--- src/rtl/rgbled_pkg.sv ---
// ----------------------------------------------------------------------------
// rgbled_pkg
// Shared types, constants and helpers for the single-wire RGB LED encoder.
// ----------------------------------------------------------------------------
`default_nettype none

package rgbled_pkg;

  // Frame layout: header byte, then green, red and blue.
  localparam int          FRAME_BITS  = 32;
  localparam int          BITS_W      = $clog2(FRAME_BITS + 1);
  localparam logic [7:0]  FRAME_HDR   = 8'h3A;

  localparam int          TICK_W      = 12;
  localparam int          SHORT_W     = 8;

  // Configuration port
  localparam int          CFG_IDX_W   = 3;
  localparam int          CFG_DATA_W  = 12;

  typedef enum logic [CFG_IDX_W-1:0] {
    CFG_PULSE_TICKS    = 3'd0,
    CFG_ONE_GAP_TICKS  = 3'd1,
    CFG_ONE_TAIL_TICKS = 3'd2,
    CFG_ZERO_GAP_TICKS = 3'd3,
    CFG_LATCH_TICKS    = 3'd4
  } cfg_idx_t;

  localparam logic [SHORT_W-1:0] PULSE_TICKS_RST    = 8'd1;
  localparam logic [SHORT_W-1:0] ONE_GAP_TICKS_RST  = 8'd10;
  localparam logic [SHORT_W-1:0] ONE_TAIL_TICKS_RST = 8'd78;
  localparam logic [SHORT_W-1:0] ZERO_GAP_TICKS_RST = 8'd90;
  localparam logic [TICK_W-1:0]  LATCH_TICKS_RST    = 12'd800;

  // Request types
  localparam logic REQ_TICK = 1'b0;
  localparam logic REQ_LOAD = 1'b1;

  typedef enum logic [2:0] {
    PH_IDLE   = 3'd0,
    PH_PULSE1 = 3'd1,
    PH_GAP1   = 3'd2,
    PH_PULSE2 = 3'd3,
    PH_TAIL   = 3'd4,
    PH_ZGAP   = 3'd5,
    PH_LATCH  = 3'd6
  } phase_t;

  // A duration of zero is stretched to one tick.
  function automatic logic [TICK_W-1:0] at_least_one(input logic [TICK_W-1:0] v);
    at_least_one = (v == '0) ? TICK_W'(1) : v;
  endfunction

  function automatic logic is_busy(input phase_t ph);
    is_busy = (ph >= PH_PULSE1) && (ph <= PH_LATCH);
  endfunction

endpackage

`default_nettype wire

--- src/rtl/rgbled_if.sv ---
// ----------------------------------------------------------------------------
// rgbled_in_if / rgbled_out_if
// Valid/ready channels for request words and result words.
// ----------------------------------------------------------------------------
`default_nettype none

interface rgbled_in_if;
  logic       valid;
  logic       ready;
  logic       req_type;
  logic [7:0] red;
  logic [7:0] green;
  logic [7:0] blue;

  modport source (output valid, output req_type, output red, output green,
                  output blue, input ready);
  modport sink   (input valid, input req_type, input red, input green,
                  input blue, output ready);
endinterface

interface rgbled_out_if;
  logic valid;
  logic ready;
  logic pin_level;
  logic busy_res;
  logic load_rejected;

  modport source (output valid, output pin_level, output busy_res,
                  output load_rejected, input ready);
  modport sink   (input valid, input pin_level, input busy_res,
                  input load_rejected, output ready);
endinterface

`default_nettype wire

--- src/rtl/rgb_led_one_wire_encoder_top.sv ---
// ----------------------------------------------------------------------------
// rgb_led_one_wire_encoder_top
// A result word is valid in the cycle after its request word is taken.
// Throughput: one request word per cycle; the result register drains while
// the next word is taken, so the rate is set only by the output consumer.
// Reset: synchronous, active low; timing registers return to their defaults,
// the line goes low and the encoder is idle.
// ----------------------------------------------------------------------------
`default_nettype none

module rgb_led_one_wire_encoder_top (
  input  wire                               clk,
  input  wire                               rst_n,
  rgbled_in_if.sink                         in_ch,
  rgbled_out_if.source                      out_ch,
  input  wire                               cfg_we,
  input  wire [rgbled_pkg::CFG_IDX_W-1:0]   cfg_index,
  input  wire [rgbled_pkg::CFG_DATA_W-1:0]  cfg_data
);
  import rgbled_pkg::*;

  // Timing registers
  logic [SHORT_W-1:0] pulse_ticks_r;
  logic [SHORT_W-1:0] one_gap_ticks_r;
  logic [SHORT_W-1:0] one_tail_ticks_r;
  logic [SHORT_W-1:0] zero_gap_ticks_r;
  logic [TICK_W-1:0]  latch_ticks_r;

  // Waveform state
  logic [FRAME_BITS-1:0] frame_r, frame_nxt;
  logic [BITS_W-1:0]     bits_left_r, bits_left_nxt;
  phase_t                phase_r, phase_nxt;
  logic [TICK_W-1:0]     tick_r, tick_nxt;
  logic                  line_r, line_nxt;

  // Result register
  logic out_valid_r;
  logic pin_level_r;
  logic busy_r;
  logic rejected_r;
  logic rejected;

  logic              in_acc;
  logic [TICK_W-1:0] tick_dec;
  logic [BITS_W-1:0] bits_dec;

  assign in_ch.ready = !out_valid_r || out_ch.ready;
  assign in_acc      = in_ch.valid && in_ch.ready;

  assign out_ch.valid         = out_valid_r;
  assign out_ch.pin_level     = pin_level_r;
  assign out_ch.busy_res      = busy_r;
  assign out_ch.load_rejected = rejected_r;

  assign tick_dec = tick_r - TICK_W'(1);
  assign bits_dec = bits_left_r - BITS_W'(1);

  always_ff @(posedge clk) begin
    if (!rst_n) begin
      pulse_ticks_r    <= PULSE_TICKS_RST;
      one_gap_ticks_r  <= ONE_GAP_TICKS_RST;
      one_tail_ticks_r <= ONE_TAIL_TICKS_RST;
      zero_gap_ticks_r <= ZERO_GAP_TICKS_RST;
      latch_ticks_r    <= LATCH_TICKS_RST;
    end else if (cfg_we) begin
      unique case (cfg_index)
        CFG_PULSE_TICKS:    pulse_ticks_r    <= cfg_data[SHORT_W-1:0];
        CFG_ONE_GAP_TICKS:  one_gap_ticks_r  <= cfg_data[SHORT_W-1:0];
        CFG_ONE_TAIL_TICKS: one_tail_ticks_r <= cfg_data[SHORT_W-1:0];
        CFG_ZERO_GAP_TICKS: zero_gap_ticks_r <= cfg_data[SHORT_W-1:0];
        CFG_LATCH_TICKS:    latch_ticks_r    <= cfg_data[TICK_W-1:0];
        default: ;
      endcase
    end
  end

  always_comb begin
    frame_nxt     = frame_r;
    bits_left_nxt = bits_left_r;
    phase_nxt     = phase_r;
    tick_nxt      = tick_r;
    line_nxt      = line_r;
    rejected      = 1'b0;
    if (in_acc) begin
      if (in_ch.req_type == REQ_LOAD) begin
        if (is_busy(phase_r)) begin
          rejected = 1'b1;
        end else begin
          frame_nxt     = {FRAME_HDR, in_ch.green, in_ch.red, in_ch.blue};
          bits_left_nxt = BITS_W'(FRAME_BITS);
          phase_nxt     = PH_PULSE1;
          tick_nxt      = at_least_one(TICK_W'(pulse_ticks_r));
          line_nxt      = 1'b1;
        end
      end else if (is_busy(phase_r)) begin
        tick_nxt = tick_dec;
        if (tick_dec == '0) begin
          unique case (phase_r)
            PH_PULSE1: begin
              line_nxt = 1'b0;
              if (frame_r[FRAME_BITS-1]) begin
                phase_nxt = PH_GAP1;
                tick_nxt  = at_least_one(TICK_W'(one_gap_ticks_r));
              end else begin
                phase_nxt = PH_ZGAP;
                tick_nxt  = at_least_one(TICK_W'(zero_gap_ticks_r));
              end
            end
            PH_GAP1: begin
              phase_nxt = PH_PULSE2;
              tick_nxt  = at_least_one(TICK_W'(pulse_ticks_r));
              line_nxt  = 1'b1;
            end
            PH_PULSE2: begin
              phase_nxt = PH_TAIL;
              tick_nxt  = at_least_one(TICK_W'(one_tail_ticks_r));
              line_nxt  = 1'b0;
            end
            PH_TAIL, PH_ZGAP: begin
              // End of a bit cell: move to the next bit or to the latch gap.
              frame_nxt     = {frame_r[FRAME_BITS-2:0], 1'b0};
              bits_left_nxt = bits_dec;
              if (bits_dec != '0) begin
                phase_nxt = PH_PULSE1;
                tick_nxt  = at_least_one(TICK_W'(pulse_ticks_r));
                line_nxt  = 1'b1;
              end else begin
                phase_nxt = PH_LATCH;
                tick_nxt  = at_least_one(latch_ticks_r);
                line_nxt  = 1'b0;
              end
            end
            default: begin
              phase_nxt = PH_IDLE;
              tick_nxt  = '0;
              line_nxt  = 1'b0;
            end
          endcase
        end
      end else begin
        phase_nxt = PH_IDLE;
        tick_nxt  = '0;
        line_nxt  = 1'b0;
      end
    end
  end

  always_ff @(posedge clk) begin
    if (!rst_n) begin
      frame_r     <= '0;
      bits_left_r <= '0;
      phase_r     <= PH_IDLE;
      tick_r      <= '0;
      line_r      <= 1'b0;
      out_valid_r <= 1'b0;
    end else begin
      frame_r     <= frame_nxt;
      bits_left_r <= bits_left_nxt;
      phase_r     <= phase_nxt;
      tick_r      <= tick_nxt;
      line_r      <= line_nxt;
      if (in_acc) begin
        out_valid_r <= 1'b1;
      end else if (out_ch.ready) begin
        out_valid_r <= 1'b0;
      end
    end
  end

  always_ff @(posedge clk) begin
    if (in_acc) begin
      pin_level_r <= line_nxt;
      busy_r      <= is_busy(phase_nxt);
      rejected_r  <= rejected;
    end
  end

endmodule

`default_nettype wire
--- src/flat_wrapper.sv ---
// flat-port wrapper written by rule: the top's interface ports become plain ports
module rgb_led_one_wire_encoder_top_flat import rgbled_pkg::*;
  (clk, rst_n, cfg_we, cfg_index, cfg_data, in_ch_valid, in_ch_req_type, in_ch_red, in_ch_green, in_ch_blue, in_ch_ready, out_ch_valid, out_ch_pin_level, out_ch_busy_res, out_ch_load_rejected, out_ch_ready);
  rgbled_in_if in_ch_i ();
  rgbled_out_if out_ch_i ();
  input  wire clk;
  input  wire rst_n;
  input  wire cfg_we;
  input  wire [rgbled_pkg::CFG_IDX_W-1:0] cfg_index;
  input  wire [rgbled_pkg::CFG_DATA_W-1:0] cfg_data;
  input wire logic [$bits(in_ch_i.valid)-1:0] in_ch_valid;
  input wire logic [$bits(in_ch_i.req_type)-1:0] in_ch_req_type;
  input wire logic [$bits(in_ch_i.red)-1:0] in_ch_red;
  input wire logic [$bits(in_ch_i.green)-1:0] in_ch_green;
  input wire logic [$bits(in_ch_i.blue)-1:0] in_ch_blue;
  output wire logic [$bits(in_ch_i.ready)-1:0] in_ch_ready;
  output wire logic [$bits(out_ch_i.valid)-1:0] out_ch_valid;
  output wire logic [$bits(out_ch_i.pin_level)-1:0] out_ch_pin_level;
  output wire logic [$bits(out_ch_i.busy_res)-1:0] out_ch_busy_res;
  output wire logic [$bits(out_ch_i.load_rejected)-1:0] out_ch_load_rejected;
  input wire logic [$bits(out_ch_i.ready)-1:0] out_ch_ready;
  assign in_ch_i.valid = in_ch_valid;
  assign in_ch_i.req_type = in_ch_req_type;
  assign in_ch_i.red = in_ch_red;
  assign in_ch_i.green = in_ch_green;
  assign in_ch_i.blue = in_ch_blue;
  assign in_ch_ready = in_ch_i.ready;
  assign out_ch_valid = out_ch_i.valid;
  assign out_ch_pin_level = out_ch_i.pin_level;
  assign out_ch_busy_res = out_ch_i.busy_res;
  assign out_ch_load_rejected = out_ch_i.load_rejected;
  assign out_ch_i.ready = out_ch_ready;
  rgb_led_one_wire_encoder_top u_core (.clk(clk), .rst_n(rst_n), .in_ch(in_ch_i), .out_ch(out_ch_i), .cfg_we(cfg_we), .cfg_index(cfg_index), .cfg_data(cfg_data));
endmodule
--- config.mk ---
export PLATFORM = sky130hd
export DESIGN_NAME = rgb_led_one_wire_encoder_top_flat
export DESIGN_NICKNAME = d
export VERILOG_FILES = /design/src/rtl/rgbled_pkg.sv /design/src/rtl/rgbled_if.sv /design/src/rtl/rgb_led_one_wire_encoder_top.sv /design/src/flat_wrapper.sv
export SDC_FILE = /design/constraint.sdc
export NUM_CORES = 1
export LEC_CHECK = 0
export BUFFER_PORTS_ARGS = -buffer_cell sky130_fd_sc_hd__buf_4
export CAP_MARGIN = 30
export CELL_PAD_IN_SITES_DETAIL_PLACEMENT = 1
export CELL_PAD_IN_SITES_GLOBAL_PLACEMENT = 1
export CORE_MARGIN = 5
export CORE_UTILIZATION = 30
export CTS_CLUSTER_SIZE = 25
export DETAILED_ROUTE_END_ITERATION = 8
export GPL_TIMING_DRIVEN = 0
export PLACE_DENSITY = 0.65
export SLEW_MARGIN = 20
export SYNTH_ARGS = -nofsm -noshare
export SYNTH_HDL_FRONTEND = slang
export SYNTH_SLANG_ARGS = --single-unit
--- constraint.sdc ---
create_clock -name clk -period 2.13 [get_ports clk]
set_input_delay 0 -clock clk [delete_from_list [all_inputs] [get_ports clk]]
set_output_delay 0 -clock clk [all_outputs]
set_load 0.02 [all_outputs]
==> results of run 1 <==
-- repair_timing --
action                                  in CTS  in global routing
hold endpoints to repair                    59                  0
cloned                                       1                  0
gates resized for setup                     44                 43
endpoints found under the setup margin      54                 52
hold buffers                                27                  0
buffers inserted                            18                  4
pin swaps                                   15                 16
-- final timing paths --
check	to	cells after the start	start	slack [ns]
worst min-delay path	u_core.frame_r[6]	4	in_ch_blue[6]	0.01
worst min register to register	u_core.frame_r[24]	2	u_core.frame_r[24]	0.47
worst max register to register	u_core.tick_r[2]	8	u_core.bits_left_r[0]	-0.1
worst max-delay path	u_core.tick_r[2]	8	u_core.bits_left_r[0]	-0.1
-- metal layers --
metal	global-route usage (%)	wire length (µm)	share of wire, %
met1	22.4	8190	47
met5	0	0	0
met3	2.39	391	2.2
met4	6.06	321	1.8
met2	30.5	8510	49
-- cells by family (layout without fill, tap and decap cells) --
kind of cell | after synthesis | after routing
multiplexers | 31 | 31
XOR/XNOR | 7 | 7
flip-flops | 102 | 102
AO/OA/AOI/OAI | 156 | 156
buffers and inverters | 46 | 159
other | 0 | 1
adder cells (fa/ha/maj) | 4 | 4
AND/OR/NAND/NOR | 282 | 282
-- state kept, by name (all words and copies together) (netlist names) --
register	cells
u_core.bits_left_r	6
u_core.out_ch.busy_res	1
u_core.frame_r	32
u_core.latch_ticks_r	12
u_core.out_ch.pin_level	1
u_core.one_gap_ticks_r	8
u_core.zero_gap_ticks_r	8
u_core.tick_r	12
u_core.out_ch.valid	1
u_core.pulse_ticks_r	8
u_core.one_tail_ticks_r	8
u_core.line_r	1
u_core.phase_r	3
u_core.out_ch.load_rejected	1
-- power by group through the flow --
stage | Clock [mW] | Combinational (mW) | Sequential (mW)
6_report | 1.79 | 0.768 | 2.08
5_1_grt | 1.90 | 0.842 | 2.09
4_1_cts | 1.82 | 0.735 | 2.08
3_5_place_dp | 0 | 0.634 | 2.12
3_3_place_gp | 0 | 0.614 | 2.12
2_1_floorplan | 0 | 0.409 | 2.11
-- synth_stat cells (3+ instances only) --
cell type,instances,area (µm²)
nor2b_1,6,37.5
xnor2_1,5,43.8
o211a_1,24,240
and2_1,7,43.8
inv_1,9,33.8
dfxtp_1,99,1980
a21oi_1,14,70.1
mux2i_1,31,310
a21boi_0,41,308
and3_1,5,31.3
or3_1,4,25.0
buf_2,6,30.0
clkbuf_1,25,93.8
edfxtp_1,3,90.1
nand2_1,140,526
ha_1,4,50.1
nor4_1,9,56.3
nand2b_1,3,18.8
nand3_1,26,130
or2_2,3,18.8
o221a_2,6,67.6
a222oi_1,7,70.1
nor3_1,21,105
a211oi_1,5,37.5
nor2_1,32,120
a31oi_1,4,25.0
o21ai_0,34,170
nor3b_1,8,60.1
-- critical path, delay by kind of cell, from the launching register on --
| kind | cells | cell delay, ns |
|---|---|---|
| flops | 1 | 0.37 |
| buf+inv | 2 | 0.30 |
| compound gates | 2 | 0.57 |
| simple gates | 4 | 0.87 |
-- area by class of cell --
type | count | area [µm²] | share of cell area (%)
repair buffers | 98 | 827 | 12.0
clock buffers | 11 | 254 | 3.69
multi-input cells | 480 | 3140 | 45.6
inverters | 10 | 42.5 | 0.619
well taps | 225 | 282 | 4.09
flip-flops and latches | 102 | 2090 | 30.4
plain buffers | 35 | 180 | 2.62
clock inverters | 5 | 62.6 | 0.910
diodes | 1 | 2.50 | 0.0364
-- metrics by stage --
stage	TNS, ns	setup WS, ns	hold WS [ns]	util [%]	std cells
2_1_floorplan	0	0.00163	0.124	-	628
3_3_place_gp	-13.46	-0.602	0.212	34.1	901
3_5_place_dp	-13.73	-0.702	0.223	34.1	901
4_1_cts	-0.111	-0.0396	0.00111	39.3	962
5_1_grt	-4.23	-0.185	0.0290	40.2	966
6_report	-0.382	-0.0969	0.00989	40.2	967
==> reports/results.ini, run 1 <==
[timing]
final_hold_viol_count=0
max_freq_ghz=0.449
period_share_pct=105
layout_setup_ws_ns=-0.0969
final.setup_skew_ns=0.0109
period_needed_ns=2.23
rsz0062_at_grt=true
setup_viol=9
slew_headroom_pct=50.1
slew_viol_final=0
tightest_slew_ns=0.749

[outcome]
outcome=finished, violations left
violations=negative setup slack

[critical_path]
crit_chain=or4_4, nand4_1, buf_6, nor2_4, buf_6, a222oi_1, o21ai_1, and3_1
crit_path_end_kind=flip-flop
cp_common_cell=buf_6
start_kind=flip-flop
cp.arrival_ns=2.47
critPathKind=reg -> reg
crit_required_ns=2.37
critPathMaxStageDelay_ns=0.52
cp_slowest_cell=or4_4
crit_fanout=7

[global_routing]
grt_max_degree=18
grt_first_pass_wirelength_mm=28.2
grt_util_all_layers_pct=17.6
grt_overflow=0
grt_pass1_vias=5406
antenna_found_initial=0

[cts]
clk_latency_ns=0.36
cts-root-buf=clkbuf_16
clkTransAtPathRegs_ns=0.08
htree_levels=3
clock-sinks=102
cts_buffer_depth=2
numCtsBuffers=9
cts_tree=yes

[detailed_routing]
wl_mm=17.4
post_drt_via_cell_ratio=5.26
drtIter0Drc=281
wl_per_cell_um=18.0
vias=5088
remaining_drc_errors=0
antenna_violating_nets_post_route=0
dr.pass1.iters=6

[layout]
drive_above_1_share_pct=21.2
fillCellCount=2024
final_common_cell=nand2_1
nets=785
fin_area_mm2=0.00688
layout_common_cells=nand2_1, dfxtp_1, buf_4
syn_to_final_growth_pct=32.8

[logic_synthesis]
synth_compound_area_share_pct=22.6
synth_flop_cell=dfxtp_1
ys_ff_latch=102
synthArstFlopShare_pct=0
postSynthAreaPerCell_um2=8.25
synth-seq-area-share_pct=40.0
ys_warn_count=0
netlist_area_mm2=0.00518
synthesis.nets=677
muxShareOfSynthArea_pct=5.99
synth_cells=628
synth-xor-area-share_pct=1.18
synth_top_family_by_area=simple AND/OR/NAND/NOR gates
yosys.area_share.simple_pct=25.5
post_synth_num_cell_types=63
synthAdderAreaFrac_pct=0.966
synth_edf_count=3

[floorplanning]
die_y_um=141
fp-row-count=48
die-width_um=141
pin_count=50
dieArea_mm2=0.0200
initial_core_util_pct=30.3
core_mm2=0.0171

[hold_path]
holdCritPathClass=in -> reg

[power_and_ir_drop]
leakage_nw=2.83
p_total_mw=4.64
powerDensity_mw_per_mm2=674
ir_worst_vdd_uv=350
swShare_pct=27.6
power_frac_comb_pct=16.6
p_seq_share_pct=44.9
p_clk_share_pct=38.5
intPower_mw=3.36
p_sw_mw=1.28

[placement]
port_buffers=48
dpl_cell_area_mm2=0.00584
gp_congestion=0.833
dp_hpwl_mm=12.4

[run]
cap_violations=0

Power figures use the tool's default switching activity.
==> inputs of run 2 (changes only) <==
- PLACE_DENSITY: 0.65 -> 0.62
- clock period: 2.13 -> 2.7 ns (I/O delays scaled with it)
==> run 2 against run 1 <==
Largest power group unchanged. Non-clock buffer count decreased by 25. The run now ends clean. Critical path depth increased by 2. Hold slack got worse by 0.0087 ns. Utilization decreased by 2.8 points. Clock skew is 0.0036 ns lower. Register-to-register slack improved by 0.25 ns. Total power shrank 24%. Global-route usage fell by 0.54 points. Final cell count shrank 2.8%.
==> reports/results.ini, run 2 (synthesis gave the netlist of run 1 again) <==
[global_routing]
grt_pass1_vias=5073
grt_util_all_layers_pct=17.1
antenna_found_initial=0
grt_overflow=0
grt_max_degree=16
grt_first_pass_wirelength_mm=27.3

[layout]
final_cells=940
biggestRegsByFlops=u_core.frame_r x32, u_core.latch_ticks_r x12, u_core.tick_r x12
final_common_cell=nand2_1
drive_above_1_share_pct=12.4
syn_to_final_growth_pct=23.4
nets=760
fin_area_mm2=0.00639
layout_common_cells=nand2_1, dfxtp_1, buf_4
regMostFlops=u_core.frame_r
largest_reg_flops=32
utilization_pct=37.3
insertedDiodeCount=0

[cts]
clkTransAtPathRegs_ns=0.07
cts_buffer_depth=2
cts-root-buf=clkbuf_16
clk_latency_ns=0.35
cts_tree=yes
numCtsBuffers=9
htree_levels=3
clock-sinks=102

[timing]
tightest_slew_ns=0.768
slew_viol_final=0
max_freq_ghz=0.393
rsz0062_at_grt=false
setup_viol=0
period_needed_ns=2.54
final.setup_skew_ns=0.00723
slew_headroom_pct=48.8
layout_setup_ws_ns=0.158
finalSetupTns_ns=0
final_hold_viol_count=0
period_share_pct=94.1

[placement]
post-place-cells=901
dp_hpwl_mm=12.5
gp_congestion=0.871
dpl_cell_area_mm2=0.00582
port_buffers=48
pre_cts_slack_ns=-0.224

[floorplanning]
die-width_um=141
die_y_um=141
initial_core_util_pct=30.3
pin_count=50
fp-row-count=48
core_mm2=0.0171
dieArea_mm2=0.0200

[detailed_routing]
vias=4933
wl_per_cell_um=17.8
antenna_violating_nets_post_route=0
remaining_drc_errors=0
drtIter0Drc=371
dr.pass1.iters=4
wl_mm=16.7
post_drt_via_cell_ratio=5.25

[critical_path]
crit_required_ns=2.93
cp.arrival_ns=2.78
critPathMaxStageDelay_ns=0.53
critPathKind=reg -> reg
start_kind=flip-flop
crit_family=simple AND/OR/NAND/NOR gates
crit_chain=inv_1, ha_1, xnor2_1, nand4_1, buf_4, or4_4, and2_1, buf_2, o21ai_0, a21boi_0
cp_slowest_cell=or4_4
crit_fanout=9
path_buf_inv=3
crit_path_end_kind=flip-flop

[outcome]
outcome=complete, no violations

[power_and_ir_drop]
powerDensity_mw_per_mm2=551
leakage_nw=2.62
ir_worst_vdd_uv=284

[run]
cap_violations=0

[hold_path]
holdCritPathClass=in -> reg

run 2: repair_timing:
action / 4_1_cts / 5_1_grt
gates resized for setup: 3 / 5
setup endpoints to repair: 1 / 33
cloned: 0 / 0
hold buffers: 23 / 0
endpoints found under the hold margin: 55 / 0
buffers inserted: 0 / 1
run 2: per-stage QoR:
stage               hold slack (ns)  total power [mW]
floorplan                     0.124              1.98
global placement              0.213              2.15
detailed placement            0.222              2.17
CTS                        0.000886              3.56
global route                 0.0198              3.68
finish                      0.00121              3.52
run 2: power breakdown:
part	total [mW]	internal, mW	leakage, nW	switching, mW
clock	1.36	0.766	0.149	0.589
sequential	1.64	1.58	0.837	0.0579
combinational	0.529	0.238	1.63	0.292
total	3.52	2.59	2.62	0.939
run 2: final timing paths:
kind,slack (ns),cells past startpoint,end,start
max,0.16,10,u_core.bits_left_r[3],u_core.tick_r[1]
min,0.001,4,u_core.frame_r[16],in_ch_green[0]
max reg2reg,0.16,10,u_core.bits_left_r[3],u_core.tick_r[1]
min reg2reg,0.48,2,u_core.bits_left_r[5],u_core.bits_left_r[5]
run 2: final cells by class:
cell class,count,area (µm²)
tap,225,282
clock inverter,3,43.8
sequential,102,2070
buffer,36,160
inverter,10,37.5
fill,2040,10700
clock buffer,12,256
multi-input combinational,480,2940
timing repair buffer,72,598
run 2: worst register-to-register path, delay by kind of cell (launching register included):
kind,cells,cell delay [ns]
adders and majority gates,1,0.24
xor gates and xnor gates,1,0.22
and+or+nand+nor,3,0.84
buffers and inverters,3,0.46
AOI/OAI and AO/OA,2,0.27
DFF,1,0.40
run 2: per-layer routing:
metal	GRT usage, %	share of wire [%]	vias up	routed length (µm)
met5	0	0	-	0
met4	6.01	2.0	0	332
met3	2.49	3.5	25	583
met2	27.0	47	84	7770
met1	23.7	48	2400	8010
li1	-	-	2424	-
